<file path="src/rtl/nnps_pkg.sv">
// Shared types and constants for the NCC nearest-neighbor patch scorer.
// No dependencies; imported by every module of the block.
package nnps_pkg;

  localparam int PATCH_HEIGHT_DEF  = 15;
  localparam int PATCH_WIDTH_DEF   = 15;
  localparam int MAX_TEMPLATES_DEF = 64;

  localparam int OPCODE_W = 2;
  localparam int SLOT_W   = 7;
  localparam int PIXEL_W  = 16;
  localparam int STATUS_W = 2;
  localparam int SCORE_W  = 16;
  localparam int IDX_W    = 7;

  localparam logic [SCORE_W-1:0] THRESH_RST = 16'd62259;

  typedef enum logic [OPCODE_W-1:0] {
    OP_APPEND = 2'd0,
    OP_INSERT = 2'd1,
    OP_SAMPLE = 2'd2,
    OP_NONE   = 2'd3
  } opcode_e;

  typedef enum logic [STATUS_W-1:0] {
    ST_OK   = 2'd0,
    ST_FULL = 2'd1,
    ST_SLOT = 2'd2
  } status_e;

  // Command handed from the front end to the back end on a last pixel
  typedef struct packed {
    opcode_e             op;
    logic                is_pos;
    logic [SLOT_W-1:0]   slot;
  } cmd_t;

  // Pixel write request from the front end into the pixel stores
  typedef struct packed {
    logic                tmpl_we;
    logic                smp_we;
    logic [PIXEL_W-1:0]  data;
  } pix_wr_t;

  typedef enum logic [4:0] {
    BS_IDLE,
    BS_DECODE,
    BS_TSHIFT_RD,
    BS_TSHIFT_WR,
    BS_TCOMMIT,
    BS_ORD_RD,
    BS_BASE,
    BS_MAC,
    BS_DRAIN,
    BS_SQRT_T,
    BS_SQRT_S,
    BS_LOWER,
    BS_DIVC,
    BS_DIV,
    BS_SIM,
    BS_RINIT,
    BS_RDIV
  } back_state_e;

endpackage

</file>
<file path="src/rtl/nnps_cmd_fifo.sv">
// Two-entry command queue between the front end and the back end.
// Depends on nnps_pkg for the command type.
module nnps_cmd_fifo import nnps_pkg::*; (
  input  logic clk_i,
  input  logic rst_ni,
  input  logic push_i,
  input  cmd_t cmd_i,
  input  logic pop_i,
  output cmd_t cmd_o,
  output logic empty_o
);

  cmd_t       mem_q [2];
  logic       wp_q, rp_q;
  logic [1:0] cnt_q;

  assign cmd_o   = mem_q[rp_q];
  assign empty_o = (cnt_q == 2'd0);

  // Pointers and fill level
  always_ff @(posedge clk_i or negedge rst_ni) begin
    if (!rst_ni) begin
      wp_q  <= 1'b0;
      rp_q  <= 1'b0;
      cnt_q <= 2'd0;
    end else begin
      if (push_i) wp_q <= ~wp_q;
      if (pop_i)  rp_q <= ~rp_q;
      cnt_q <= cnt_q + {1'b0, push_i} - {1'b0, pop_i};
    end
  end

  // Entry storage
  always_ff @(posedge clk_i) begin
    if (push_i) mem_q[wp_q] <= cmd_i;
  end

endmodule

</file>
<file path="config.mk">
export PLATFORM = sky130hd
export DESIGN_NAME = nnps_cmd_fifo
export DESIGN_NICKNAME = d
export VERILOG_FILES = /design/src/rtl/nnps_pkg.sv /design/src/rtl/nnps_cmd_fifo.sv
export SDC_FILE = /design/constraint.sdc
export NUM_CORES = 1
export LEC_CHECK = 0
export ABC_AREA = 1
export BUFFER_PORTS_ARGS = -buffer_cell sky130_fd_sc_hd__buf_4
export CAP_MARGIN = 20
export CORE_ASPECT_RATIO = 1.2
export CORE_MARGIN = 8
export CORE_UTILIZATION = 54
export DETAILED_ROUTE_END_ITERATION = 8
export PLACE_DENSITY = 0.87
export SKIP_CTS_REPAIR_TIMING = 1
export SLEW_MARGIN = 20
export SYNTH_ARGS = -nofsm -noshare
export SYNTH_HDL_FRONTEND = slang
export SYNTH_SLANG_ARGS = --single-unit
</file>
<file path="constraint.sdc">
create_clock -name clk_i -period 3.07 [get_ports clk_i]
set_clock_uncertainty 0.15 [all_clocks]
set_input_delay 0.614 -clock clk_i [delete_from_list [all_inputs] [get_ports clk_i]]
set_output_delay 0.614 -clock clk_i [all_outputs]
set_load 0.01 [all_outputs]
</file>
==> results.md, run 1 <==
- Largest net degree at the start of global routing: 22
- Initial antenna violation count: 0
- Maximum vdd drop: a little over 0.6 mV
- Fin. max-slew vios: 0
- Xor and xnor area share after synthesis: under 10%
- Area of the multi-input gates: 203 µm²
- Wire length on met2: around 890 µm
- Leak: between 0.5 and 0.6 nW
- Slowest cell delay on critical path: 0.90 ns
- Commonest non-fill, non-tap cell in the layout: buf_4
- Die W: 55.1 µm
- R2r startpoint: wp_q
- Grt ovf: 0
- Post-Synth Simple-Gate Area: 7.33%
- Commonest non-fill, non-tap cells in the layout: 24 x buf_4, 20 x edfxtp_1, 17 x inv_1
- Startpoint Class: register
- Syn Std Cell Area: ~990 µm²
- Outcome: completed
- Synth Area in Compound Gates: under 10%
- Fmax: ~420 MHz
- Largest area contributor in the netlist: edfxtp_1
- Share of layout cells above drive strength 1: a little under two fifths
- Sequential share of the synthesized area: a little over two thirds
- # DRC: 0
- Period utilization: 77.7%
- Hold Slack: between 0.3 and 0.4 ns
- Total CTS buffers: 3
- Setup ws final: 0.686 ns
- DRT Pass-1 Iters: 3
- DR WL met3: about 150 µm
- Worst-path fanout max: 21
- Cell count after placement: between 100 and 150
- Final Core Density: 69.0%
- Worst path top cell family by delay: flip-flops
- RD Place Congestion: 0.615
- Setup crit end kind: primary output
- Root Buffer: clkbuf_4
- Slew headroom: 42.7%
- Final hold viol count: 0
- Die H: 62.9 µm
- Yosys reg bits: 24
- PD cells: between 800 and 900 mW/mm²
- FF+latch area: ~700 µm²
- Crit path time final: between 2 and 2.5 ns
- Dpl hpwl: 1.32 mm
- Mean post-synth cell area: ~13 µm²
- Synthesized instance count: 76
- Mux share of post-synthesis cell area: 0%
- Yosys cell types: 10
- Fillers: between 100 and 150
- Skew-Pair Late Insertion Delay: 0.29 ns
- Syn nets: between 90 and 100
- Setup violations, final: 0
- RSZ-0062 raised after global routing: false
- Core area: about 0.0018 mm²
- Min-delay worst type: in -> reg
- CP Capture Point: cmd_o[2]
- Nets: 120
- Routed wire length: 1.73 mm
- CP Depth: 3
- I/O pin count: 25
- Post-Layout Cell Count: approximately 120
- Synthesis warning total: 0
- R2R depth: 1
- CTS Sinks: 24
- Wire per inst: about 14 µm
- Initial Utilization: 55.4%
- CTS tree: yes
- Fin Setup TNS: 0 ns
- Post-synthesis adder-cell area fraction: 2.53%
- Crit path cell chain: nand2_1 > o21ai_2 > buf_4
- Drt first-iter violations: 16
- Worst-path clk slew: between 0.1 and 0.15 ns
- Total Die Area: about 0.0035 mm²
- CP Class: reg -> out
- Slowest-stage cell, CP: dfrtp_1
- H-tree levels: 1
- Antenna cells: 0
- Crit path launch: rp_q
- Buf+Inv Stages, Crit Path: 1
- Port buffer count: 24
- Met1 WL: about 680 µm
- RR Endpoint: mem_q[0][9]
- Max_cap viols: 0
- Post-DRT Antenna Nets: 0
- Via-to-Cell Ratio: around 4.9
- Critical Path AT: 1.62 ns
- Vias in the first global route: 580
- P&R area growth vs syn: 24.7%
- Pre-CTS setup slack: approximately 1.0 ns
- DR vias: around 600
- Largest family of logic cells by synthesized area: compound AO/OA/AOI/OAI gates
- Synth area leaders: edfxtp_1 61%, dfrtp_1 10%, o21ai_2 8.8%
- First-pass GRT wire length: 2.77 mm
- R2r setup slk: 1.47 ns
- Synth top area share: between 60% and 70%
- Gr usage total: a little over a tenth
- Required @ worst endpoint: ~2.3 ns
- Worst slew pin tran: roughly 0.86 ns
- Max Buffers Root-to-Sink: 2
- DR top layer: met4
- Cell Rows: 17
## layer usage
metal | GRT usage (%) | up-vias
met1 | 12.9 | 278
met2 | 17.3 | 16
met3 | 3.57 | 2
met4 | 2.71 | 0
li1 | - | 299
met5 | 0 | -
## final cells by class
class | count | share of cell area (%)
Tap cell | 19 | 1.93
Sequential cell | 24 | 56.8
Multi-Input combinational cell | 33 | 16.4
Clock inverter | 1 | 2.43
Inverter | 17 | 5.17
Timing Repair Buffer | 25 | 15.4
Clock buffer | 3 | 1.83
## worst min path at each step
stage	depth (start not counted)	endpoint	startpoint	slack (ns)
after global routing	1	mem_q[1][1]	cmd_i[1]	0.32
after floorplan	0	cnt_q[0]	rst_ni	0.17
final	1	mem_q[0][6]	cmd_i[6]	0.34
after CTS	1	cnt_q[1]	rst_ni	-0.08
after global placement	1	cnt_q[1]	rst_ni	0.26
after detailed placement	1	cnt_q[1]	rst_ni	0.27
## flip-flops by register name, indices dropped and copies added (netlist names)
name and count:
rp_q 1, wp_q 1, mem_q 20, cnt_q 2
## cell usage after synthesis, drive strengths merged
master and n:
edfxtp 20, inv 17, nand2 16, o21ai 10, dfrtp 4, buf 2, ha 2, nor2 2
xor2 2, nand3 1
## kinds of logic after synthesis
group / Yosys count
flops: 24
buf+inv: 19
simple gates: 19
compound gates: 10
xor+xnor: 2
fa+ha+maj: 2
## through the flow
step	instance area, µm²	power (mW)
after global placement	1170	0.862
after detailed placement	1170	0.890
final	1230	1.09
after global routing	1230	1.16
after floorplan	990	0.739
after CTS	1220	1.11
## report_power, final
group	internal, mW	switching, mW	total, mW
Sequential	0.440	0.0782	0.518
Combinational	0.174	0.181	0.355
Clock	0.132	0.0868	0.219
No activity file was read; power rests on OpenSTA's default activity.
==> run 2, diff against run 1 <==
--- a/config.mk
+++ b/config.mk
@@ -10,9 +10,9 @@
 export CAP_MARGIN = 20
 export CORE_ASPECT_RATIO = 1.2
 export CORE_MARGIN = 8
-export CORE_UTILIZATION = 54
+export CORE_UTILIZATION = 45
 export DETAILED_ROUTE_END_ITERATION = 8
-export PLACE_DENSITY = 0.87
+export PLACE_DENSITY = 0.78
 export SKIP_CTS_REPAIR_TIMING = 1
 export SLEW_MARGIN = 20
 export SYNTH_ARGS = -nofsm -noshare
==> constraint.sdc (replaced) <==
create_clock -name clk_i -period 2.13 [get_ports clk_i]
set_clock_uncertainty 0.15 [all_clocks]
set_input_delay 0.426 -clock clk_i [delete_from_list [all_inputs] [get_ports clk_i]]
set_output_delay 0.426 -clock clk_i [all_outputs]
set_load 0.01 [all_outputs]
==> run 2 against run 1 <==
Against the previous run: combinational power increased by 68%; first-iteration DRC count decreased by 31%; critical path type unchanged; cell count increased by 11%; via count increased by 1.0%; largest power group unchanged; sequential power increased by 33%.
==> results.md, run 2 (synthesis gave the netlist of run 1 again) <==
- Outcome: completed
- Hold Path Cell Cnt: 1
- Part of the power in registers: between 40% and 50%
- PD cells: about 1200 mW/mm²
- Root Buffer: clkbuf_4
- Initial antenna violation count: 0
- Min-delay worst type: in -> reg
- Die W: around 59 µm
- Grt peak-use layer: met2
- FF+latch area: around 700 µm²
- Slew headroom: a little over 70%
- DR vias: roughly 600
- Largest reg by FF count: mem_q
- Leak: between 0.5 and 0.6 nW
- Critical Path AT: ~1.3 ns
- Dpl hpwl: 1.31 mm
- Worst-path fanout max: 12
- CTS tree: yes
- First-pass GRT wire length: about 2.6 mm
- Clock share of power: 12.8%
- GR Layer Usage met3: 4.18%
- Routed wire length: approximately 1.6 mm
- Startpoint Class: register
- Initial Utilization: ~48%
- # DRC: 0
- Vias in the first global route: ~620
- Top Registers: mem_q (20), cnt_q (2)
- Setup ws final: between 0.2 and 0.3 ns
- Maximum vdd drop: ~0.63 mV
- Setup violations, final: 0
- Setup crit end kind: primary output
- Fillers: 180
- Met2 Usage GRT: 15.4%
- Cell Rows: 18
- Via-to-Cell Ratio: roughly 4.4
- Core area: around 0.0021 mm²
- I/O pin count: 25
- Gr usage total: under 10%
- H-tree levels: 1
- Nets: between 100 and 150
- Hold path start: cmd_i[5]
- Commonest non-fill, non-tap cells in the layout: 27 x buf_4, 20 x edfxtp_1, 17 x inv_1
- Post-DRT Antenna Nets: 0
- Max reg flops: 20
- Drt first-iter violations: 11
- P&R area growth vs syn: 25.7%
- Port buffer count: 24
- RSZ-0062 raised after global routing: false
- Max Buffers Root-to-Sink: 2
- R2r setup slk: 0.83 ns
- Total Die Area: about 0.0040 mm²
- Worst-path clk slew: approximately 0.12 ns
- CP Class: reg -> out
- Wire per inst: ~12 µm
- RR Endpoint: mem_q[0][0]
- Fin Setup TNS: 0 ns
- CTS Sinks: 24
- Required @ worst endpoint: roughly 1.6 ns
- Die H: approximately 67 µm
- Hold Crit Endpoint: mem_q[1][5]
- Skew-Pair Late Insertion Delay: around 0.30 ns
- Grt ovf: 0
- Largest net degree at the start of global routing: 14
- Commonest non-fill, non-tap cell in the layout: buf_4
- Pre-CTS setup slack: between 0.5 and 0.6 ns
- Final hold viol count: 0
- Area post-placement: 0.00121 mm²
- Share of layout cells above drive strength 1: 37.7%
- Antenna cells: 0
- Global-route met1 utilization: about 7.7%
- Area of the multi-input gates: ~200 µm²
- Net Sw Frac: between 30 and 40%
- R2R depth: 2
- Period utilization: between 80 and 90%
- Switch Pwr: between 400 and 500 µW
- Crit path time final: 1.86 ns
- Worst slew pin tran: 0.413 ns
- Final Instance Area: around 0.0012 mm²
- DRT Pass-1 Iters: 3
- Fin. max-slew vios: 0
- Pint: roughly 980 µW
- Max_cap viols: 0
- R2r startpoint: wp_q
- Fmax: roughly 540 MHz
- Combinational power share: approximately two fifths
- RD Place Congestion: 0.636
- Total CTS buffers: 3
## run 2: cell count changes in the layout (fill, tap and decap cells not counted)
| cell | previous run | this run |
|---|---|---|
| buf_4 | 24 | 27 |
| bufinv_16 | 1 | 0 |
| clkinv_1 | 0 | 1 |
## run 2: layout make-up
class                   count  area share, %
clock buffers               3           1.81
clock inverters             1          0.302
inverters                  17           5.13
multi-input cells          33           16.3
flip-flops and latches     24           56.3
well taps                  30           3.02
repair buffers             28           17.1
## run 2: worst max-delay path, stage by stage, from the launching register on
cell and delay (ns):
dfrtp_1 0.47, buf_4 0.24, nand2_1 0.09, o21ai_2 0.06, buf_4 0.13
## run 2: worst max path at each step
| stage | cells past startpoint | endpoint | start |
|---|---|---|---|
| after detailed placement | 4 | cmd_o[8] | rp_q |
| after global placement | 4 | cmd_o[1] | rp_q |
| final | 4 | cmd_o[8] | rp_q |
| after CTS | 4 | cmd_o[8] | rp_q |
| after global routing | 4 | cmd_o[8] | rp_q |
| after floorplan | 2 | mem_q[0][0] | push_i |
## run 2: metal layers
metal / vias to the layer above / share of wire, %
li1: 305 / -
met1: 276 / 36
met2: 18 / 53
met3: 2 / 11
met4: 0 / 0.74
met5: - / 0
## run 2: power by group through the flow
stage | logic, mW | clock network, mW | registers, mW
finish | 0.597 | 0.188 | 0.687
global route | 0.665 | 0.222 | 0.699
CTS | 0.614 | 0.197 | 0.689
detailed placement | 0.612 | 0 | 0.700
global placement | 0.589 | 0 | 0.695
floorplan | 0.381 | 0 | 0.684
## run 2: per-stage QoR
step / cells / hold WS [ns] / power [mW] / util [%]
after floorplan: 76 / -0.0196 / 1.06 / -
after global placement: 131 / 0.0764 / 1.28 / 58.3
after detailed placement: 131 / 0.0780 / 1.31 / 58.3
after CTS: 135 / -0.266 / 1.50 / 59.5
after global routing: 136 / 0.124 / 1.59 / 60.0
final: 136 / 0.151 / 1.47 / 60.0
==> run 3, diff against run 2 <==
--- a/config.mk
+++ b/config.mk
@@ -10,9 +10,11 @@
 export CAP_MARGIN = 20
 export CORE_ASPECT_RATIO = 1.2
 export CORE_MARGIN = 8
-export CORE_UTILIZATION = 45
+export CORE_UTILIZATION = 48
+export CTS_BUF_LIST = sky130_fd_sc_hd__clkbuf_8
 export DETAILED_ROUTE_END_ITERATION = 8
-export PLACE_DENSITY = 0.78
+export GPL_TIMING_DRIVEN = 1
+export PLACE_DENSITY = 0.82
 export SKIP_CTS_REPAIR_TIMING = 1
 export SLEW_MARGIN = 20
 export SYNTH_ARGS = -nofsm -noshare
==> run 3 against run 2 <==
Against the previous run: register-to-register slack got worse by 0.07 ns; combinational power is 3% higher; setup slack better by 0.020 ns; sequential share of layout area shrank 0.51 points; largest power group unchanged; cell count down 8.1%; maximum frequency is 1.1% higher; design area increased by 0.91%; via count fell by 1.2%; routed wire length rose by 5.4%; total power up 6.6%.
==> results.md, run 3 (synthesis gave the netlist of run 1 again) <==
- Max reg flops: 20
- CTS Sinks: 24
- Top Registers: mem_q (20), cnt_q (2)
- Part of the power in registers: 44.5%
- Max_cap viols: 0
- RD Place Congestion: about 0.65
- # DRC: 0
- Fmax: about 540 MHz
- Hold Crit Endpoint: rp_q
- Crit path time final: between 1.5 and 2 ns
- Max Buffers Root-to-Sink: 2
- Maximum vdd drop: about 0.73 mV
- Dpl hpwl: roughly 1.3 mm
- Gr usage total: approximately a tenth
- Period utilization: 86.2%
- Drt first-iter violations: 10
- Outcome: completed
- Commonest non-fill, non-tap cell in the layout: buf_4
- Nets: 122
- Met2 Usage GRT: between 10% and 20%
- Leak: between 0.5 and 0.6 nW
- CP Class: reg -> out
- Routed wire length: 1.72 mm
- DR vias: ~590
- Setup violations, final: 0
- Share of layout cells above drive strength 1: a little under two fifths
- Skew-Pair Late Insertion Delay: 0.26 ns
- RSZ-0062 raised after global routing: false
- DRT Pass-1 Iters: 5
- RR Endpoint: mem_q[0][4]
- Total Die Area: roughly 0.0038 mm²
- Largest reg by FF count: mem_q
- Port buffer count: 24
- Slowest cell delay on critical path: 0.53 ns
- Combinational power share: 39.0%
- P&R area growth vs syn: 26.8%
- PD cells: about 1300 mW/mm²
- GR Layer Usage met3: under 10%
- Clock share of power: between 10% and 20%
- Initial antenna violation count: 0
- R2r startpoint: wp_q
- Critical Path AT: ~1.3 ns
- Antenna cells: 0
- Root Buffer: clkbuf_8
- Die H: roughly 66 µm
- Largest net degree at the start of global routing: 17
- CTS tree: yes
- Required @ worst endpoint: between 1.5 and 2 ns
- Fin. max-slew vios: 0
- Crit path launch: rp_q
- Die W: 57.5 µm
- Worst path top cell family by delay: flip-flops
- Via-to-Cell Ratio: about 4.8
- I/O pin count: 25
- Pwr Total: between 1.5 and 2 mW
- Grt peak-use layer: met2
- Worst-path fanout max: 16
- Pint: 1.06 mW
- H-tree levels: 1
- Buf+Inv Stages, Crit Path: 2
- Initial Utilization: 49.4%
- Hold Path Cell Cnt: 2
- R2R depth: 2
- First-pass GRT wire length: around 2.8 mm
- Worst-path clk slew: about 0.080 ns
- Startpoint Class: register
- Setup crit end kind: primary output
- Post-DRT Antenna Nets: 0
- Cell Rows: 18
- Total CTS buffers: 3
- Commonest non-fill, non-tap cells in the layout: 25 x buf_4, 20 x edfxtp_1, 17 x inv_1
- Global-route met1 utilization: under 10%
- Fin Setup TNS: 0 ns
- R2r setup slk: 0.76 ns
- Core area: about 0.002 mm²
- Final hold viol count: 0
- Wire per inst: between 10 and 15 µm
- Net Sw Frac: about a third
- Grt ovf: 0
- Worst slew pin tran: 0.405 ns
- Slew headroom: 73.0%
- Min-delay worst type: in -> reg
- Hold path start: pop_i
- Vias in the first global route: 635
- Slowest-stage cell, CP: dfrtp_1
- Crit path cell chain: buf_12 > nand2_1 > o21ai_2 > buf_4
- Switch Pwr: roughly 510 µW
-- run 3: final cells by class --
| class | count | area [µm²] |
|---|---|---|
| multi-input cells | 33 | 203 |
| repair buffers | 27 | 218 |
| fillers | 155 | 749 |
| flip-flops and latches | 24 | 701 |
| inverters | 17 | 63.8 |
| clock buffers | 3 | 41.3 |
| well taps | 20 | 25.0 |
| clock inverters | 1 | 3.75 |
-- run 3: worst reg2reg max path: cells and delay by family, from the launching register on --
| family | cells | cell delay [ns] |
|---|---|---|
| buf+inv | 1 | 0.22 |
| simple gates | 1 | 0.31 |
| flops | 1 | 0.41 |
-- run 3: stage by stage --
step	area [µm²]	util [%]	hold WS (ns)	worst slack [ns]	cells
finish	1250	62.6	0.199	0.294	125
global route	1250	62.6	0.185	0.217	125
CTS	1240	62.1	-0.212	0.273	124
detailed placement	1200	59.9	0.0748	0.570	120
global placement	1200	59.9	0.0736	0.616	120
floorplan	990	-	-0.0196	0.706	76
-- run 3: power by group through the flow --
stage	Combinational (mW)	Sequential, mW	Clock (mW)
3_5_place_dp	0.621	0.710	0
4_1_cts	0.627	0.700	0.267
6_report	0.612	0.698	0.260
3_3_place_gp	0.591	0.705	0
2_1_floorplan	0.381	0.684	0
5_1_grt	0.684	0.710	0.290
-- run 3: how the worst max path moves through the flow --
stage             endpoint  slack (ns)  cells after the start
6_report          cmd_o[1]        0.29                      4
5_1_grt           cmd_o[6]        0.22                      4
4_1_cts           cmd_o[6]        0.27                      4
3_5_place_dp      cmd_o[6]        0.57                      4
3_3_place_gp      cmd_o[9]        0.62                      4
2_1_floorplan  mem_q[0][0]        0.71                      2
-- run 3: layer usage --
layer / wire [µm] / vias to the layer above
li1: - / 302
met1: 634 / 276
met2: 948 / 14
met3: 119 / 2
met4: 12 / 0
met5: 0 / -
