--- src/rtl/nnps_pkg.sv ---
// Shared types and constants for the NCC nearest-neighbor patch scorer.
// No dependencies; imported by every module of the block.
package nnps_pkg;

  localparam int PATCH_HEIGHT_DEF  = 15;
  localparam int PATCH_WIDTH_DEF   = 15;
  localparam int MAX_TEMPLATES_DEF = 64;

  localparam int OPCODE_W = 2;
  localparam int SLOT_W   = 7;
  localparam int PIXEL_W  = 16;
  localparam int STATUS_W = 2;
  localparam int SCORE_W  = 16;
  localparam int IDX_W    = 7;

  localparam logic [SCORE_W-1:0] THRESH_RST = 16'd62259;

  typedef enum logic [OPCODE_W-1:0] {
    OP_APPEND = 2'd0,
    OP_INSERT = 2'd1,
    OP_SAMPLE = 2'd2,
    OP_NONE   = 2'd3
  } opcode_e;

  typedef enum logic [STATUS_W-1:0] {
    ST_OK   = 2'd0,
    ST_FULL = 2'd1,
    ST_SLOT = 2'd2
  } status_e;

  // Command handed from the front end to the back end on a last pixel
  typedef struct packed {
    opcode_e             op;
    logic                is_pos;
    logic [SLOT_W-1:0]   slot;
  } cmd_t;

  // Pixel write request from the front end into the pixel stores
  typedef struct packed {
    logic                tmpl_we;
    logic                smp_we;
    logic [PIXEL_W-1:0]  data;
  } pix_wr_t;

  typedef enum logic [4:0] {
    BS_IDLE,
    BS_DECODE,
    BS_TSHIFT_RD,
    BS_TSHIFT_WR,
    BS_TCOMMIT,
    BS_ORD_RD,
    BS_BASE,
    BS_MAC,
    BS_DRAIN,
    BS_SQRT_T,
    BS_SQRT_S,
    BS_LOWER,
    BS_DIVC,
    BS_DIV,
    BS_SIM,
    BS_RINIT,
    BS_RDIV
  } back_state_e;

endpackage

--- src/rtl/nnps_front.sv ---
// Front end: accepts pixel transactions, tracks the pixel position and issues
// pixel writes and end-of-patch commands. Depends on nnps_pkg.
module nnps_front import nnps_pkg::*; #(
  parameter int PATCH_HEIGHT  = PATCH_HEIGHT_DEF,
  parameter int PATCH_WIDTH   = PATCH_WIDTH_DEF,
  parameter int MAX_TEMPLATES = MAX_TEMPLATES_DEF,
  localparam int PP  = PATCH_HEIGHT * PATCH_WIDTH,
  localparam int PIW = $clog2(PP),
  localparam int CNW = $clog2(MAX_TEMPLATES + 1),
  localparam int SAW = $clog2(2 * MAX_TEMPLATES * PP)
) (
  input  logic                clk_i,
  input  logic                rst_ni,
  input  logic                start_i,
  input  logic                busy_i,
  input  logic [OPCODE_W-1:0] opcode_i,
  input  logic                is_positive_i,
  input  logic [SLOT_W-1:0]   slot_i,
  input  logic [PIXEL_W-1:0]  pixel_value_i,
  input  logic                last_pixel_i,
  input  logic [CNW-1:0]      pos_count_i,
  input  logic [CNW-1:0]      neg_count_i,
  output logic                push_o,
  output cmd_t                cmd_o,
  output pix_wr_t             wr_o,
  output logic [SAW-1:0]      tmpl_addr_o,
  output logic [PIW-1:0]      smp_addr_o
);

  localparam int PPW = $clog2(PP + 1);
  localparam logic [SAW-1:0] PP_S     = SAW'(PP);
  localparam logic [SAW-1:0] LIST_OFF = SAW'(MAX_TEMPLATES * PP);

  logic [PPW-1:0] pos_q, pos_d;
  logic           accept, valid_op, in_range;
  logic [CNW-1:0] cnt;
  opcode_e        op;

  // Classify the transaction
  assign accept   = start_i && !busy_i;
  assign op       = opcode_e'(opcode_i);
  assign valid_op = (op != OP_NONE);
  assign in_range = (pos_q < PPW'(PP));
  assign cnt      = is_positive_i ? pos_count_i : neg_count_i;

  // Pixel writes into the template store or the sample buffer
  assign wr_o.tmpl_we = accept && valid_op && (op != OP_SAMPLE) && in_range &&
                        (cnt < CNW'(MAX_TEMPLATES));
  assign wr_o.smp_we  = accept && (op == OP_SAMPLE) && in_range;
  assign wr_o.data    = pixel_value_i;
  assign tmpl_addr_o  = (is_positive_i ? '0 : LIST_OFF) + SAW'(cnt) * PP_S + SAW'(pos_q);
  assign smp_addr_o   = pos_q[PIW-1:0];

  // End of patch goes to the command queue
  assign push_o      = accept && valid_op && last_pixel_i;
  assign cmd_o.op     = op;
  assign cmd_o.is_pos = is_positive_i;
  assign cmd_o.slot   = slot_i;

  // Pixel position counter
  always_comb begin
    pos_d = pos_q;
    if (accept && valid_op) begin
      if (last_pixel_i) begin
        pos_d = '0;
      end else if (in_range) begin
        pos_d = pos_q + 1'b1;
      end
    end
  end

  always_ff @(posedge clk_i or negedge rst_ni) begin
    if (!rst_ni) begin
      pos_q <= '0;
    end else begin
      pos_q <= pos_d;
    end
  end

endmodule

--- config.mk ---
export PLATFORM = sky130hd
export DESIGN_NAME = nnps_front
export DESIGN_NICKNAME = d
export VERILOG_FILES = /design/src/rtl/nnps_pkg.sv /design/src/rtl/nnps_front.sv
export SDC_FILE = /design/constraint.sdc
export NUM_CORES = 1
export LEC_CHECK = 0
export BUFFER_PORTS_ARGS = -buffer_cell sky130_fd_sc_hd__buf_2
export CAP_MARGIN = 30
export CORE_UTILIZATION = 50
export DETAILED_ROUTE_END_ITERATION = 8
export PLACE_DENSITY_LB_ADDON = 0.1
export SLEW_MARGIN = 40
export SYNTH_ARGS = -nofsm -noshare
export SYNTH_HDL_FRONTEND = slang
export SYNTH_SLANG_ARGS = --single-unit
--- constraint.sdc ---
create_clock -name clk_i -period 11.5 [get_ports clk_i]
set_input_delay 0 -clock clk_i [delete_from_list [all_inputs] [get_ports clk_i]]
set_output_delay 0 -clock clk_i [all_outputs]
set_load 0.005 [all_outputs]
==> results of run 1 <==
[what timing repair did]
| item | in CTS | in global routing |
|---|---|---|
| hold endpoints to repair | 8 | 0 |
| buffers inserted | 0 | 0 |
| hold buffers | 1 | 0 |
[logic make-up (layout without fill, tap and decap cells)]
kind of cell,Yosys count,count (layout),synth area share
AOI/OAI and AO/OA,47,47,0.145
xor gates and xnor gates,10,10,0.0417
adders and majority gates,60,60,0.408
buffers and inverters,68,94,0.168
DFF,8,8,0.0954
muxes,7,7,0.0346
and+or+nand+nor,40,40,0.107
[cells in the final DEF, fill, tap and decap left out, types with 3 or more instances in the layout]
cell type	count
sky130_fd_sc_hd__and3_1	4
sky130_fd_sc_hd__nor3_1	4
sky130_fd_sc_hd__fa_1	14
sky130_fd_sc_hd__nor2_1	5
sky130_fd_sc_hd__clkbuf_8	3
sky130_fd_sc_hd__o21ai_0	5
sky130_fd_sc_hd__dfrtp_1	8
sky130_fd_sc_hd__nand2_1	11
sky130_fd_sc_hd__ha_1	46
sky130_fd_sc_hd__mux2i_1	5
sky130_fd_sc_hd__o21ai_1	10
sky130_fd_sc_hd__buf_2	50
sky130_fd_sc_hd__xnor2_1	8
sky130_fd_sc_hd__inv_1	40
sky130_fd_sc_hd__nand3_1	6
sky130_fd_sc_hd__a21oi_1	11
[per-layer routing]
layer,up-vias,track usage,share of wire
met1,749,0.267,0.50
met5,-,0,0
li1,855,-,-
met4,0,0.0426,0.0021
met2,51,0.303,0.46
met3,4,0.0223,0.038
[final cells by class]
class	instances	area, um2
clock buffer	3	41.3
multi-input combinational	164	1550
timing repair buffer	51	260
inverter	40	150
sequential	8	200
fill	391	1770
tap	50	62.6
[power groups by stage]
stage,clock (uW),combinational (uW),sequential (uW)
final,33.9,231,35.9
after global routing,35.7,270,36.5
after CTS,34.9,235,35.9
after detailed placement,0,233,36.4
after global placement,0,232,36.2
after floorplan,0,172,35.6
[worst min-delay path by stage]
stage	from	endpoint	slack [ps]	cells past startpoint
2_1_floorplan	rst_ni	smp_addr_o[0]$_DFFE_PN0P_	-300	0
3_3_place_gp	rst_ni	smp_addr_o[7]$_DFFE_PN0P_	-150	1
3_5_place_dp	rst_ni	smp_addr_o[4]$_DFFE_PN0P_	-140	1
4_1_cts	pixel_value_i[12]	wr_o[12]	0.03	0
5_1_grt	pixel_value_i[14]	wr_o[14]	0.009	0
6_report	pixel_value_i[3]	wr_o[3]	0.002	0
[metrics by stage]
stage	utilization	hold slack, ps	cells	area (um2)
2_1_floorplan	-	-296	240	2100
3_3_place_gp	0.548	-145	312	2210
3_5_place_dp	0.548	-144	312	2210
4_1_cts	0.561	0.0346	316	2260
5_1_grt	0.561	0.00895	316	2260
6_report	0.561	0.00201	316	2260
==> results, run 1 <==
- Of the total power, the share spent switching nets is 0.454.
- The post-synthesis cell type count is 43.
- The width of the die is 66.8 um.
- The final-report max-slew violation count is 0.
- The most frequent cell after synthesis is sky130_fd_sc_hd__ha_1.
- The sequential-to-total area share from yosys stat is 0.0954.
- The capturing instance or port of the critical path is tmpl_addr_o[12].
- The flow ran to the end, and the final reports show no timing, DRC or antenna violations.
- The root buffer cell is sky130_fd_sc_hd__clkbuf_8.
- The global placement routability congestion is 0.838.
- The setup slack after placement is 7610 ps.
- During I/O placement, the number of pins put on the boundary was between 90 and 100.
- Measured along the y axis, the die boundary spans ~67 um.
- Setup repair after global routing left no endpoint under its margin.
- Along the worst path, the maximum fanout reaches 7.
- The power per unit of standard cell area is 133 nW/um2.
- The number of register bits inferred by synthesis is 8.
- The buffer and inverter count on the worst path is 3.
- In this run the worst hold path is classified as in2out.
- In this run the worst setup path begins at smp_addr_o[6]$_DFFE_PN0P_.
- After detailed routing, the total wire length is 3.76 mm.
- The total number of nets in the final design is about 370.
- Of the total power, the clock network draws 0.113.
- The first routing iteration left 60 violations.
- The total power of the final layout is 300 uW.
- The starting density of the core is 0.521.
- The dominant register cell in the synthesized netlist is sky130_fd_sc_hd__dfrtp_1.
- The maximum clock frequency is 0.256 GHz.
- Across the run, the number of max-cap violations was 0.
- Across the VDD grid, the largest voltage drop is 0.0583 mV.
- The longest clock path from root to sink contains 2 buffers.
- The wire length of the first global-routing pass is 6.50 mm.
- The critical path capture point type is an output pin.
- The leakage power figure is approximately 0.0013 uW.
- The worst register-to-register path ends at smp_addr_o[4]$_DFFE_PN0P_.
- The worst reg-to-reg path cell count is 6.
- Counting buffers and inverters, the worst setup path is 13 cells deep.
- The relative area change from synthesis to final layout is 7.69%.
- The cell at the slowest stage of the critical path is sky130_fd_sc_hd__fa_1.
- The number of nets in the synthesized netlist is 345.
- The worst-case register-to-register setup slack is 9780 ps.
- The post-cts resize count is 0.
- The number of antenna violations at the first check in global routing came to 0.
- After synthesis, the cell types taking the most area are sky130_fd_sc_hd__ha_1 27%, sky130_fd_sc_hd__fa_1 13%, sky130_fd_sc_hd__dfrtp_1 9.5%.
- The HPWL after detailed placement is 3.28 mm.
- For the final database, setup skew stands at about 3 ps.
- In the global route stage, overall resource usage came out at 0.188.
- After detailed routing, the number of remaining DRC violations is 0.
- The clock-pin slew of the registers on the worst-case setup and hold paths is 40 ps.
- The level count of the clock H-tree is 1.
- The required time of the worst setup path is 11500 ps.
- The number of endpoints failing setup at the final stage is 0.
- In the finished design, the share of the clock period the worst path needs comes to 0.339.
- The count of flip-flops with a built-in enable after synthesis is 0.
- The floorplan step defined a die boundary enclosing between 4000 and 5000 um2.
- The total number of vias is 1659.
- The number of nets with antenna violations after routing is 0.
- The internal power of the cells is 164 uW.
- The number of inserted diodes is 0.
- Once routing completed, OpenROAD measured the worst setup slack at 7600 ps.
- CTS saw 8 sinks.
- The smallest clock period supported by the final layout is computed as a little under 4000 ps.
- The arrival time reported for the critical path endpoint is 3900 ps.
- The share of synthesized area in the top cell type comes to 0.274.
- The share of total power dissipated in combinational logic is 0.768.
- Of all cell types, the one taking the most synthesized area is sky130_fd_sc_hd__ha_1.
- The floorplan core area is 4030 um2.
- In this run the power spent charging and discharging nets is 136 uW.
- Synthesis handed over a netlist of 240 instances.
- The count of standard-cell rows is 23.
- The worst pin sits at a relative slew slack of 0.662.
- The slew at the pin with the worst max-slew slack is 503 ps.
- Of the cells placed in the final design, the portion with a size suffix greater than 1 is 0.222.
- The category of the critical setup timing path is reg2out.
- For this run, asynchronously set or reset flops after synthesis account for 1.00.
- Each instance of the synthesized netlist takes up on average 8.75 um2.
- The critical register-to-register path startpoint is smp_addr_o[0]$_DFFE_PN0P_.
- The average vias per placed instance is 5.25.
- The netlist area before placement is roughly 2100 um2.
- The maximum number of pins on one net before global-route repair is 12.
- By instance count, the cell type seen most on the critical path is sky130_fd_sc_hd__fa_1.
- Adding up every negative setup slack in the final design gives 0 ps.
- Among cell families on the critical path, the largest total delay comes from adder cells.
- The total number of yosys warnings is 0.
- The number of hold violations in the final report came to 0.
- The overall overflow remaining after global route is 0.
- The register with the most flip-flops in the layout has 8 of them.
- Dividing the detail-routed wire length by the instance count gives 11.9 um.
- Walking the worst path, the cells encountered are fa_1 > ha_1 > inv_1 > fa_1 > inv_1 > fa_1 > ha_1 > a2111oi_0 > a21oi_1 > a31o_1 > a21oi_1 > xnor2_1 > buf_2.
- STA classifies the critical path startpoint as a flip-flop.
- The first detailed-routing pass ran for 6 iterations.
- The count of input and output buffers is 50.
- For this run, the slowest stage of the critical path takes 470 ps.
- Clock tree synthesis inserted a total of 3 buffers.
- The commonest cells after synthesis are 46 x sky130_fd_sc_hd__ha_1, 40 x sky130_fd_sc_hd__inv_1, 26 x sky130_fd_sc_hd__buf_4, 14 x sky130_fd_sc_hd__fa_1.
- The sequential group share of total power is 0.119.
- The CTS tree is yes.
- The via count of the first global-routing pass is 1504.
- The insertion delay to the later sink of the worst-skew pair is 230 ps.
Note: power is estimated with default switching activity, not from simulation.
==> run 2, diff against run 1 <==
--- a/config.mk
+++ b/config.mk
@@ -7,7 +7,7 @@
 export LEC_CHECK = 0
 export BUFFER_PORTS_ARGS = -buffer_cell sky130_fd_sc_hd__buf_2
 export CAP_MARGIN = 30
-export CORE_UTILIZATION = 50
+export CORE_UTILIZATION = 48
 export DETAILED_ROUTE_END_ITERATION = 8
 export PLACE_DENSITY_LB_ADDON = 0.1
 export SLEW_MARGIN = 40
==> constraint.sdc (replaced) <==
create_clock -name clk_i -period 4.1 [get_ports clk_i]
set_input_delay 0 -clock clk_i [delete_from_list [all_inputs] [get_ports clk_i]]
set_output_delay 0 -clock clk_i [all_outputs]
set_load 0.005 [all_outputs]
==> run 2 against run 1 <==
  * Count of clock-buffer cells in the layout is the same
  * Largest power group unchanged
  * Routed wire length grew 5.4%
  * Worst hold slack is essentially flat
  * Combinational power grew to 2.9 times the previous value
==> results, run 2 (same netlist as run 1, synthesis figures left out) <==
- The run finished with clean final reports.
- The maximum number of pins on one net before global-route repair is 11 (-1).
- The level count of the clock H-tree is 1 (unchanged).
- The number of inserted diodes came to 0 (unchanged).
- The top cell types in the final layout, fill and taps aside, are 50 x sky130_fd_sc_hd__buf_2, 46 x sky130_fd_sc_hd__ha_1, 40 x sky130_fd_sc_hd__inv_1.
- The number of remaining DRC errors is 0 (unchanged).
- The clock sink total is 8 (unchanged).
- The global placement routability congestion is 0.782 (-6.7%).
- The starting density of the core was 0.514 (-0.00734).
- The power per unit of standard cell area came to 378 nW/um2 (+180%).
- The number of hold violations in the final report is 0 (unchanged).
- The relative area change from synthesis to final layout is 8.40%.
- The arrival time reported for the critical path endpoint is 3860 ps (-40 ps).
- The post-detailed-placement cell area is 2220 um2 (+0.34%).
- The worst hold path belongs to the class in2out.
- The length of the first detailed-routing pass in iterations is 4 (-2).
- The via count of the first global-routing pass came to 1568 (+4.3%).
- The met1 wire length came to 1.94 mm (+2.8%).
- The slew at the pin with the worst max-slew slack is 486 ps (-17.5 ps).
- The floorplan die height was 68.1 um (+2.0%).
- The clock period could shrink to 3860 ps.
- The number of flip-flops in the largest register is 8 (unchanged).
- The count of input and output buffers is 50 (unchanged).
- The routed wire length on met2 is 1.84 mm (+6.8%).
- The final cell utilization of the core is 0.557 (-0.00423).
- The max-slew headroom at the worst pin is 0.667 (+0.00481).
- The critical path capture point type is an output pin.
- The maximum clock frequency is 0.259 GHz.
- The average vias per placed instance was 5.32 (+1.2%).
- The boundary pin count is 97 (unchanged).
- The total number of nets in the final design was 374 (+0.27%).
- The number of antenna violations at the first check in global routing is 0 (unchanged).
- The final-report max-slew violation count came to 0 (unchanged).
- The number of buffers on the longest clock path is 2 (unchanged).
- The count of routing violations after the opening detailed-route iteration is 50 (-17%).
- The maximum resistive drop on vdd was 0.198 mV (+240%).
- The overall overflow remaining after global route is 0 (unchanged).
- The leakage power figure is 0.00127 uW (+0.50%).
- The total of max-cap violations was 0 (unchanged).
- Routed signal wires occupy layers up through met3.
- The nature of the critical path startpoint is a flip-flop.
- Setup repair after global routing left no endpoint under its margin.
- The wire length of the first global-routing pass came to 6.40 mm (-1.6%).
- The combined global-route utilization of all metal layers is 0.179 (-0.00948).
- The share of layout cells above drive strength 1 was 0.228 (+0.00666).
- The worst setup skew after layout is 3.06 ps (+0.0988 ps).
- The HPWL after detailed placement was 3.52 mm (+7.2%).
- The width of the die is 68.1 um (+2.0%).
- The setup total negative slack is 0 ps (unchanged).
- The count of standard-cell rows was 23 (unchanged).
- The final design instance area without fill came to 2280 um2 (+0.66%).
- The category of the critical setup timing path is reg2out.
- The number of clock buffers inserted by TritonCTS is 3 (unchanged).
- The routed wirelength normalized by instance count is 12.5 um (+5.1%).
- The most common cell after layout, fill and taps aside is sky130_fd_sc_hd__buf_2.
- The wire length after detailed routing came to 3.96 mm (+5.4%).
- The required time of the worst setup path is 4100 ps (-7400 ps).
- The total power of the final layout was 859 uW (+190%).
- The maximum fanout encountered on the critical timing path is 7 (unchanged).
- The floorplan die area was 4640 um2 (+4.0%).
- The clock-pin slew of the registers on the worst-case setup and hold paths is 40 ps (about the same).
- The insertion delay to the later sink of the worst-skew pair is 230 ps (about the same).
- The final worst hold slack came to 0.00225 ps (+0.000235 ps).
- Of the available clock period, the critical path in the final layout requires 0.942.
- The root buffer cell is sky130_fd_sc_hd__clkbuf_8.
- TritonCTS built the clock tree.
- The total number of vias is 1685 (+1.6%).
- The met3 wire length is 187 um (+30%).
- The floorplan core area is 4090 um2 (+1.4%).
- The number of endpoints failing setup at the final stage is 0 (unchanged).
- The number of nets with antenna violations after routing is 0 (unchanged).
[run 2: changes by cell type in the layout (fill, tap and decap cells not counted), sizes merged]
cell,before,now
buf,50,51
[run 2: what timing repair did]
| action | CTS | global route |
|---|---|---|
| buffers inserted | 0 | 0 |
| gates resized for setup | 0 | 3 |
| setup endpoints to repair | 0 | 1 |
| hold buffers | 1 | 0 |
| endpoints found under the hold margin | 8 | 0 |
[run 2: final timing paths]
kind	start	end	slack, ps	cells past startpoint
setup / recovery	smp_addr_o[6]$_DFFE_PN0P_	tmpl_addr_o[11]	240	13
hold / removal	slot_i[3]	cmd_o[3]	0.002	0
setup reg to reg	smp_addr_o[0]$_DFFE_PN0P_	smp_addr_o[4]$_DFFE_PN0P_	2350	6
hold reg to reg	smp_addr_o[7]$_DFFE_PN0P_	smp_addr_o[7]$_DFFE_PN0P_	600	2
max in group asynchronous	rst_ni	smp_addr_o[0]$_DFFE_PN0P_	3770	2
min in group asynchronous	rst_ni	smp_addr_o[5]$_DFFE_PN0P_	150	2
[run 2: final cells by class]
type                            instances  area (um2)
Clock buffer                            3        41.3
Fill cell                             403        1810
Inverter                               40         150
Multi-Input combinational cell        164        1550
Sequential cell                         8         200
Tap cell                               50        62.6
Timing Repair Buffer                   52         268
[run 2: stage by stage]
step	worst slack, ps	cells
6_report	237	317
5_1_grt	19.0	317
4_1_cts	152	317
3_5_place_dp	283	313
3_3_place_gp	345	313
2_1_floorplan	434	240
[run 2: critical path, stage by stage (launching register included)]
cell and delay (ps):
sky130_fd_sc_hd__dfrtp_1 440, sky130_fd_sc_hd__fa_1 410, sky130_fd_sc_hd__ha_1 290, sky130_fd_sc_hd__inv_1 50, sky130_fd_sc_hd__fa_1 480, sky130_fd_sc_hd__inv_1 60, sky130_fd_sc_hd__fa_1 480, sky130_fd_sc_hd__ha_1 370
sky130_fd_sc_hd__o21a_1 130, sky130_fd_sc_hd__o31a_1 130, sky130_fd_sc_hd__a2111o_1 370, sky130_fd_sc_hd__a31oi_2 180, sky130_fd_sc_hd__xnor2_1 130, sky130_fd_sc_hd__buf_2 120
[run 2: power breakdown]
| group | total (uW) | switching [uW] | leakage, uW | internal [uW] |
|---|---|---|---|---|
| sequential | 101 | 15.0 | 0.000105 | 86.3 |
| combinational | 665 | 346 | 0.00115 | 319 |
| clock | 93.3 | 29.8 | 0.0000216 | 63.5 |
| total | 859 | 391 | 0.00127 | 469 |
[run 2: per-layer routing]
metal  vias to the layer above  global-route usage
li1                        857                   -
met1                       784               0.246
met2                        44               0.303
met3                         0              0.0283
met4                         0              0.0156
met5                         -                   0
==> run 3, diff against run 2 <==
--- a/config.mk
+++ b/config.mk
@@ -7,7 +7,7 @@
 export LEC_CHECK = 0
 export BUFFER_PORTS_ARGS = -buffer_cell sky130_fd_sc_hd__buf_2
 export CAP_MARGIN = 30
-export CORE_UTILIZATION = 48
+export CORE_UTILIZATION = 50
 export DETAILED_ROUTE_END_ITERATION = 8
 export PLACE_DENSITY_LB_ADDON = 0.1
 export SLEW_MARGIN = 40
==> constraint.sdc (replaced) <==
create_clock -name clk_i -period 4.8 [get_ports clk_i]
set_input_delay 0 -clock clk_i [delete_from_list [all_inputs] [get_ports clk_i]]
set_output_delay 0 -clock clk_i [all_outputs]
set_load 0.005 [all_outputs]
==> run 3 against run 2 <==
  * Flip-flop and latch count did not move
  * Non-clock buffer count down 1
  * Sequential power shrank 15%
  * Power decreased by 16%
  * Global-route usage is 1.0 points higher
  * Routed wire length shrank 4.4%
  * Clock skew about the same
  * Clock power down 14%
  * Highest routed layer is now met4
  * Largest power group unchanged
  * Sequential share of layout area rose by 0.058 points
  * Critical endpoint is now tmpl_addr_o[12]
  * Worst setup slack improved by 660 ps
  * Critical path type unchanged
  * Final cell count is 0.32% lower
==> results, run 3 (same netlist as run 1, synthesis figures left out) <==
- The via count of the first global-routing pass was 1534 (-2.2%).
- The share of layout cells above drive strength 1 is 0.222 (-0.00666).
- The total number of nets in the final design is 373 (-0.27%).
- The reg-to-reg endpoint is smp_addr_o[4]$_DFFE_PN0P_.
- Clock tree synthesis selected as its root buffer the cell sky130_fd_sc_hd__clkbuf_8.
- The area of all sequential standard cells is 200 um2 (unchanged).
- The internal power of the cells came to 393 uW (-16%).
- The width of the die is 66.8 um (-2.0%).
- The number of cells on the worst hold path was 0 (unchanged).
- The total number of vias is 1687 (+0.12%).
- The number of cells in the finished layout apart from fillers is 316 (-0.32%).
- The combined global-route utilization of all metal layers is 0.189 (+0.0101).
- The nature of the critical path startpoint is a flip-flop.
- The power per unit of standard cell area is 318 nW/um2 (-16%).
- The number of inserted diodes came to 0 (unchanged).
- The insertion delay to the later sink of the worst-skew pair is 230 ps (about the same).
- Compared with the post-synthesis result, the final layout area differs by 7.69%.
- The slew at the pin with the worst max-slew slack is 465 ps (-20.6 ps).
- The worst setup path is of the reg2out kind.
- The number of hold violations in the final report is 0 (unchanged).
- The switching power was 326 uW (-17%).
- Leaving out fill and tap cells, the most frequent cell in the layout is sky130_fd_sc_hd__buf_2.
- The number of endpoints failing setup at the final stage was 0 (unchanged).
- The maximum clock frequency is roughly 0.26 GHz.
- The count of input and output buffers is 50 (unchanged).
- The post-layout minimum cycle time is 3900 ps.
- The overall overflow remaining after global route is 0 (unchanged).
- The clock network fraction of design power is 0.112 (+0.003).
- The post-cts resize count came to 0 (unchanged).
- The CTS tree is yes.
- The clock-pin slew of the registers on the worst-case setup and hold paths came to 40 ps (about the same).
- The run finished with clean final reports.
- The floorplan die height was 66.8 um (-2.0%).
- The maximum fanout encountered on the critical timing path is 7 (unchanged).
- The maximum number of pins on one net before global-route repair is 12 (+1).
- The maximum resistive drop on vdd is 0.140 mV (-29%).
- The number of clock buffers inserted by TritonCTS was 3 (unchanged).
- The HPWL after detailed placement is 3.30 mm (-6.3%).
- The total of max-cap violations is 0 (unchanged).
- The required time of the worst setup path is 4800 ps (+700 ps).
- The number of buffers on the longest clock path is 2 (unchanged).
- The combinational power share is 0.769 (-0.004).
- The cell count after placement is 312 (-0.32%).
- The floorplan die area is 4460 um2 (-3.9%).
- The floorplan core area is 4030 um2 (-1.4%).
- The multi-input combinational cell area is 1550 um2 (-0.48%).
- Setup repair after global routing left no endpoint under its margin.
- The leakage power figure was 0.00127 uW (-0.49%).
- The global placement routability congestion is 0.838 (+7.2%).
- The startpoint identified for the worst register-to-register timing path is smp_addr_o[0]$_DFFE_PN0P_.
- The count of standard-cell rows is 23 (unchanged).
- The worst setup skew after layout is 2.74 ps (-0.316 ps).
- The arrival time reported for the critical path endpoint is 3900 ps (+40 ps).
- The clock sink total is 8 (unchanged).
- The number of remaining DRC errors is 0 (unchanged).
- The level count of the clock H-tree came to 1 (unchanged).
- The starting density of the core is 0.521 (+0.00734).
- The tightest min-delay check is of the in2out type.
- The wire length of the first global-routing pass was 6.58 mm (+2.8%).
- The sequential group share of total power came to 0.119 (about the same).
- The length of the first detailed-routing pass in iterations is 6 (+2).
- The final design instance area without fill is 2260 um2 (-0.66%).
- The worst-case register-to-register setup slack was 3080 ps (+730 ps).
- The boundary pin count is 97 (unchanged).
- The worst reg-to-reg path cell count was 6 (unchanged).
- The average vias per placed instance came to 5.34 (+0.44%).
- The max-slew headroom at the worst pin is 0.681 (+0.0142).
- The wire length after detailed routing is 3.79 mm (-4.4%).
- Leaving out fill and tap cells, the most frequent cells in the layout are 50 x sky130_fd_sc_hd__buf_2, 46 x sky130_fd_sc_hd__ha_1, 40 x sky130_fd_sc_hd__inv_1.
- The fraction of power spent switching nets is 0.453 (-0.00127).
- The post-detailed-placement cell area is 2210 um2 (-0.34%).
- In this run the most critical hold path is launched from pixel_value_i[3].
- The final worst hold slack is 0.00230 ps (+0.0000511 ps).
- The number of antenna violations at the first check in global routing is 0 (unchanged).
- The final-report max-slew violation count is 0 (unchanged).
- The number of flip-flops in the largest register is 8 (unchanged).
- The post-route fraction of the period consumed by the critical path is 0.813.
- The count of routing violations after the opening detailed-route iteration was 46 (-8.0%).
- The worst hold path terminates at wr_o[3].
- The number of nets with antenna violations after routing is 0 (unchanged).
- The routed wirelength normalized by instance count is 12.0 um (-4.1%).
- The setup total negative slack is 0 ps (unchanged).
- The number of fill cells was 391 (-3.0%).
- The worst setup path is captured at an output pin.
==> run 3: changes by cell type in the layout (fill, tap and decap cells not counted), sizes merged <==
| cell | change |
|---|---|
| buf | -1 |
==> run 3: area by class of cell <==
type,instances,area share
multi-input combinational,164,0.684
timing repair buffer,51,0.115
sequential,8,0.0885
inverter,40,0.0664
tap,50,0.0277
clock buffer,3,0.0183
==> run 3: metal layers <==
| layer | track usage | up-vias | wire [um] |
|---|---|---|---|
| met3 | 0.0223 | 4 | 162 |
| met1 | 0.263 | 777 | 1830 |
| met4 | 0.0426 | 0 | 8 |
| met5 | 0 | - | 0 |
| li1 | - | 853 | - |
| met2 | 0.309 | 53 | 1790 |
==> run 3: power by group through the flow <==
stage | combinational, uW | clock [uW] | sequential [uW]
finish | 553 | 80.4 | 85.8
global route | 644 | 85.8 | 87.1
CTS | 564 | 83.5 | 85.8
detailed placement | 558 | 0 | 87.0
global placement | 556 | 0 | 86.8
floorplan | 412 | 0 | 85.2
==> run 3: worst max path at each step <==
| stage | startpoint | end | cells after the start |
|---|---|---|---|
| 2_1_floorplan | is_positive_i | tmpl_addr_o[12] | 14 |
| 3_3_place_gp | is_positive_i | tmpl_addr_o[12] | 15 |
| 3_5_place_dp | is_positive_i | tmpl_addr_o[12] | 15 |
| 4_1_cts | smp_addr_o[6]$_DFFE_PN0P_ | tmpl_addr_o[12] | 13 |
| 5_1_grt | is_positive_i | tmpl_addr_o[12] | 15 |
| 6_report | smp_addr_o[6]$_DFFE_PN0P_ | tmpl_addr_o[12] | 13 |
==> run 3: metrics by stage <==
step	worst slack (ps)	utilization	power (uW)
final	897	0.561	719
after global routing	581	0.561	817
after CTS	889	0.561	733
after detailed placement	901	0.548	645
after global placement	937	0.548	643
after floorplan	1130	-	497
==> run 3: repair_timing <==
item,in CTS,in global routing
setup endpoints to repair,0,0
hold buffers,1,0
buffers inserted,0,0
endpoints found under the hold margin,8,0
==> run 3: critical path: stages, from the launching register on <==
cell and delay [ps]:
sky130_fd_sc_hd__dfrtp_1 440, sky130_fd_sc_hd__fa_1 410, sky130_fd_sc_hd__ha_1 280, sky130_fd_sc_hd__inv_1 40, sky130_fd_sc_hd__fa_1 470, sky130_fd_sc_hd__inv_1 50, sky130_fd_sc_hd__fa_1 470, sky130_fd_sc_hd__ha_1 350
sky130_fd_sc_hd__a2111oi_0 380, sky130_fd_sc_hd__a21oi_1 100, sky130_fd_sc_hd__a31o_1 240, sky130_fd_sc_hd__a21oi_1 180, sky130_fd_sc_hd__xnor2_1 130, sky130_fd_sc_hd__buf_2 130
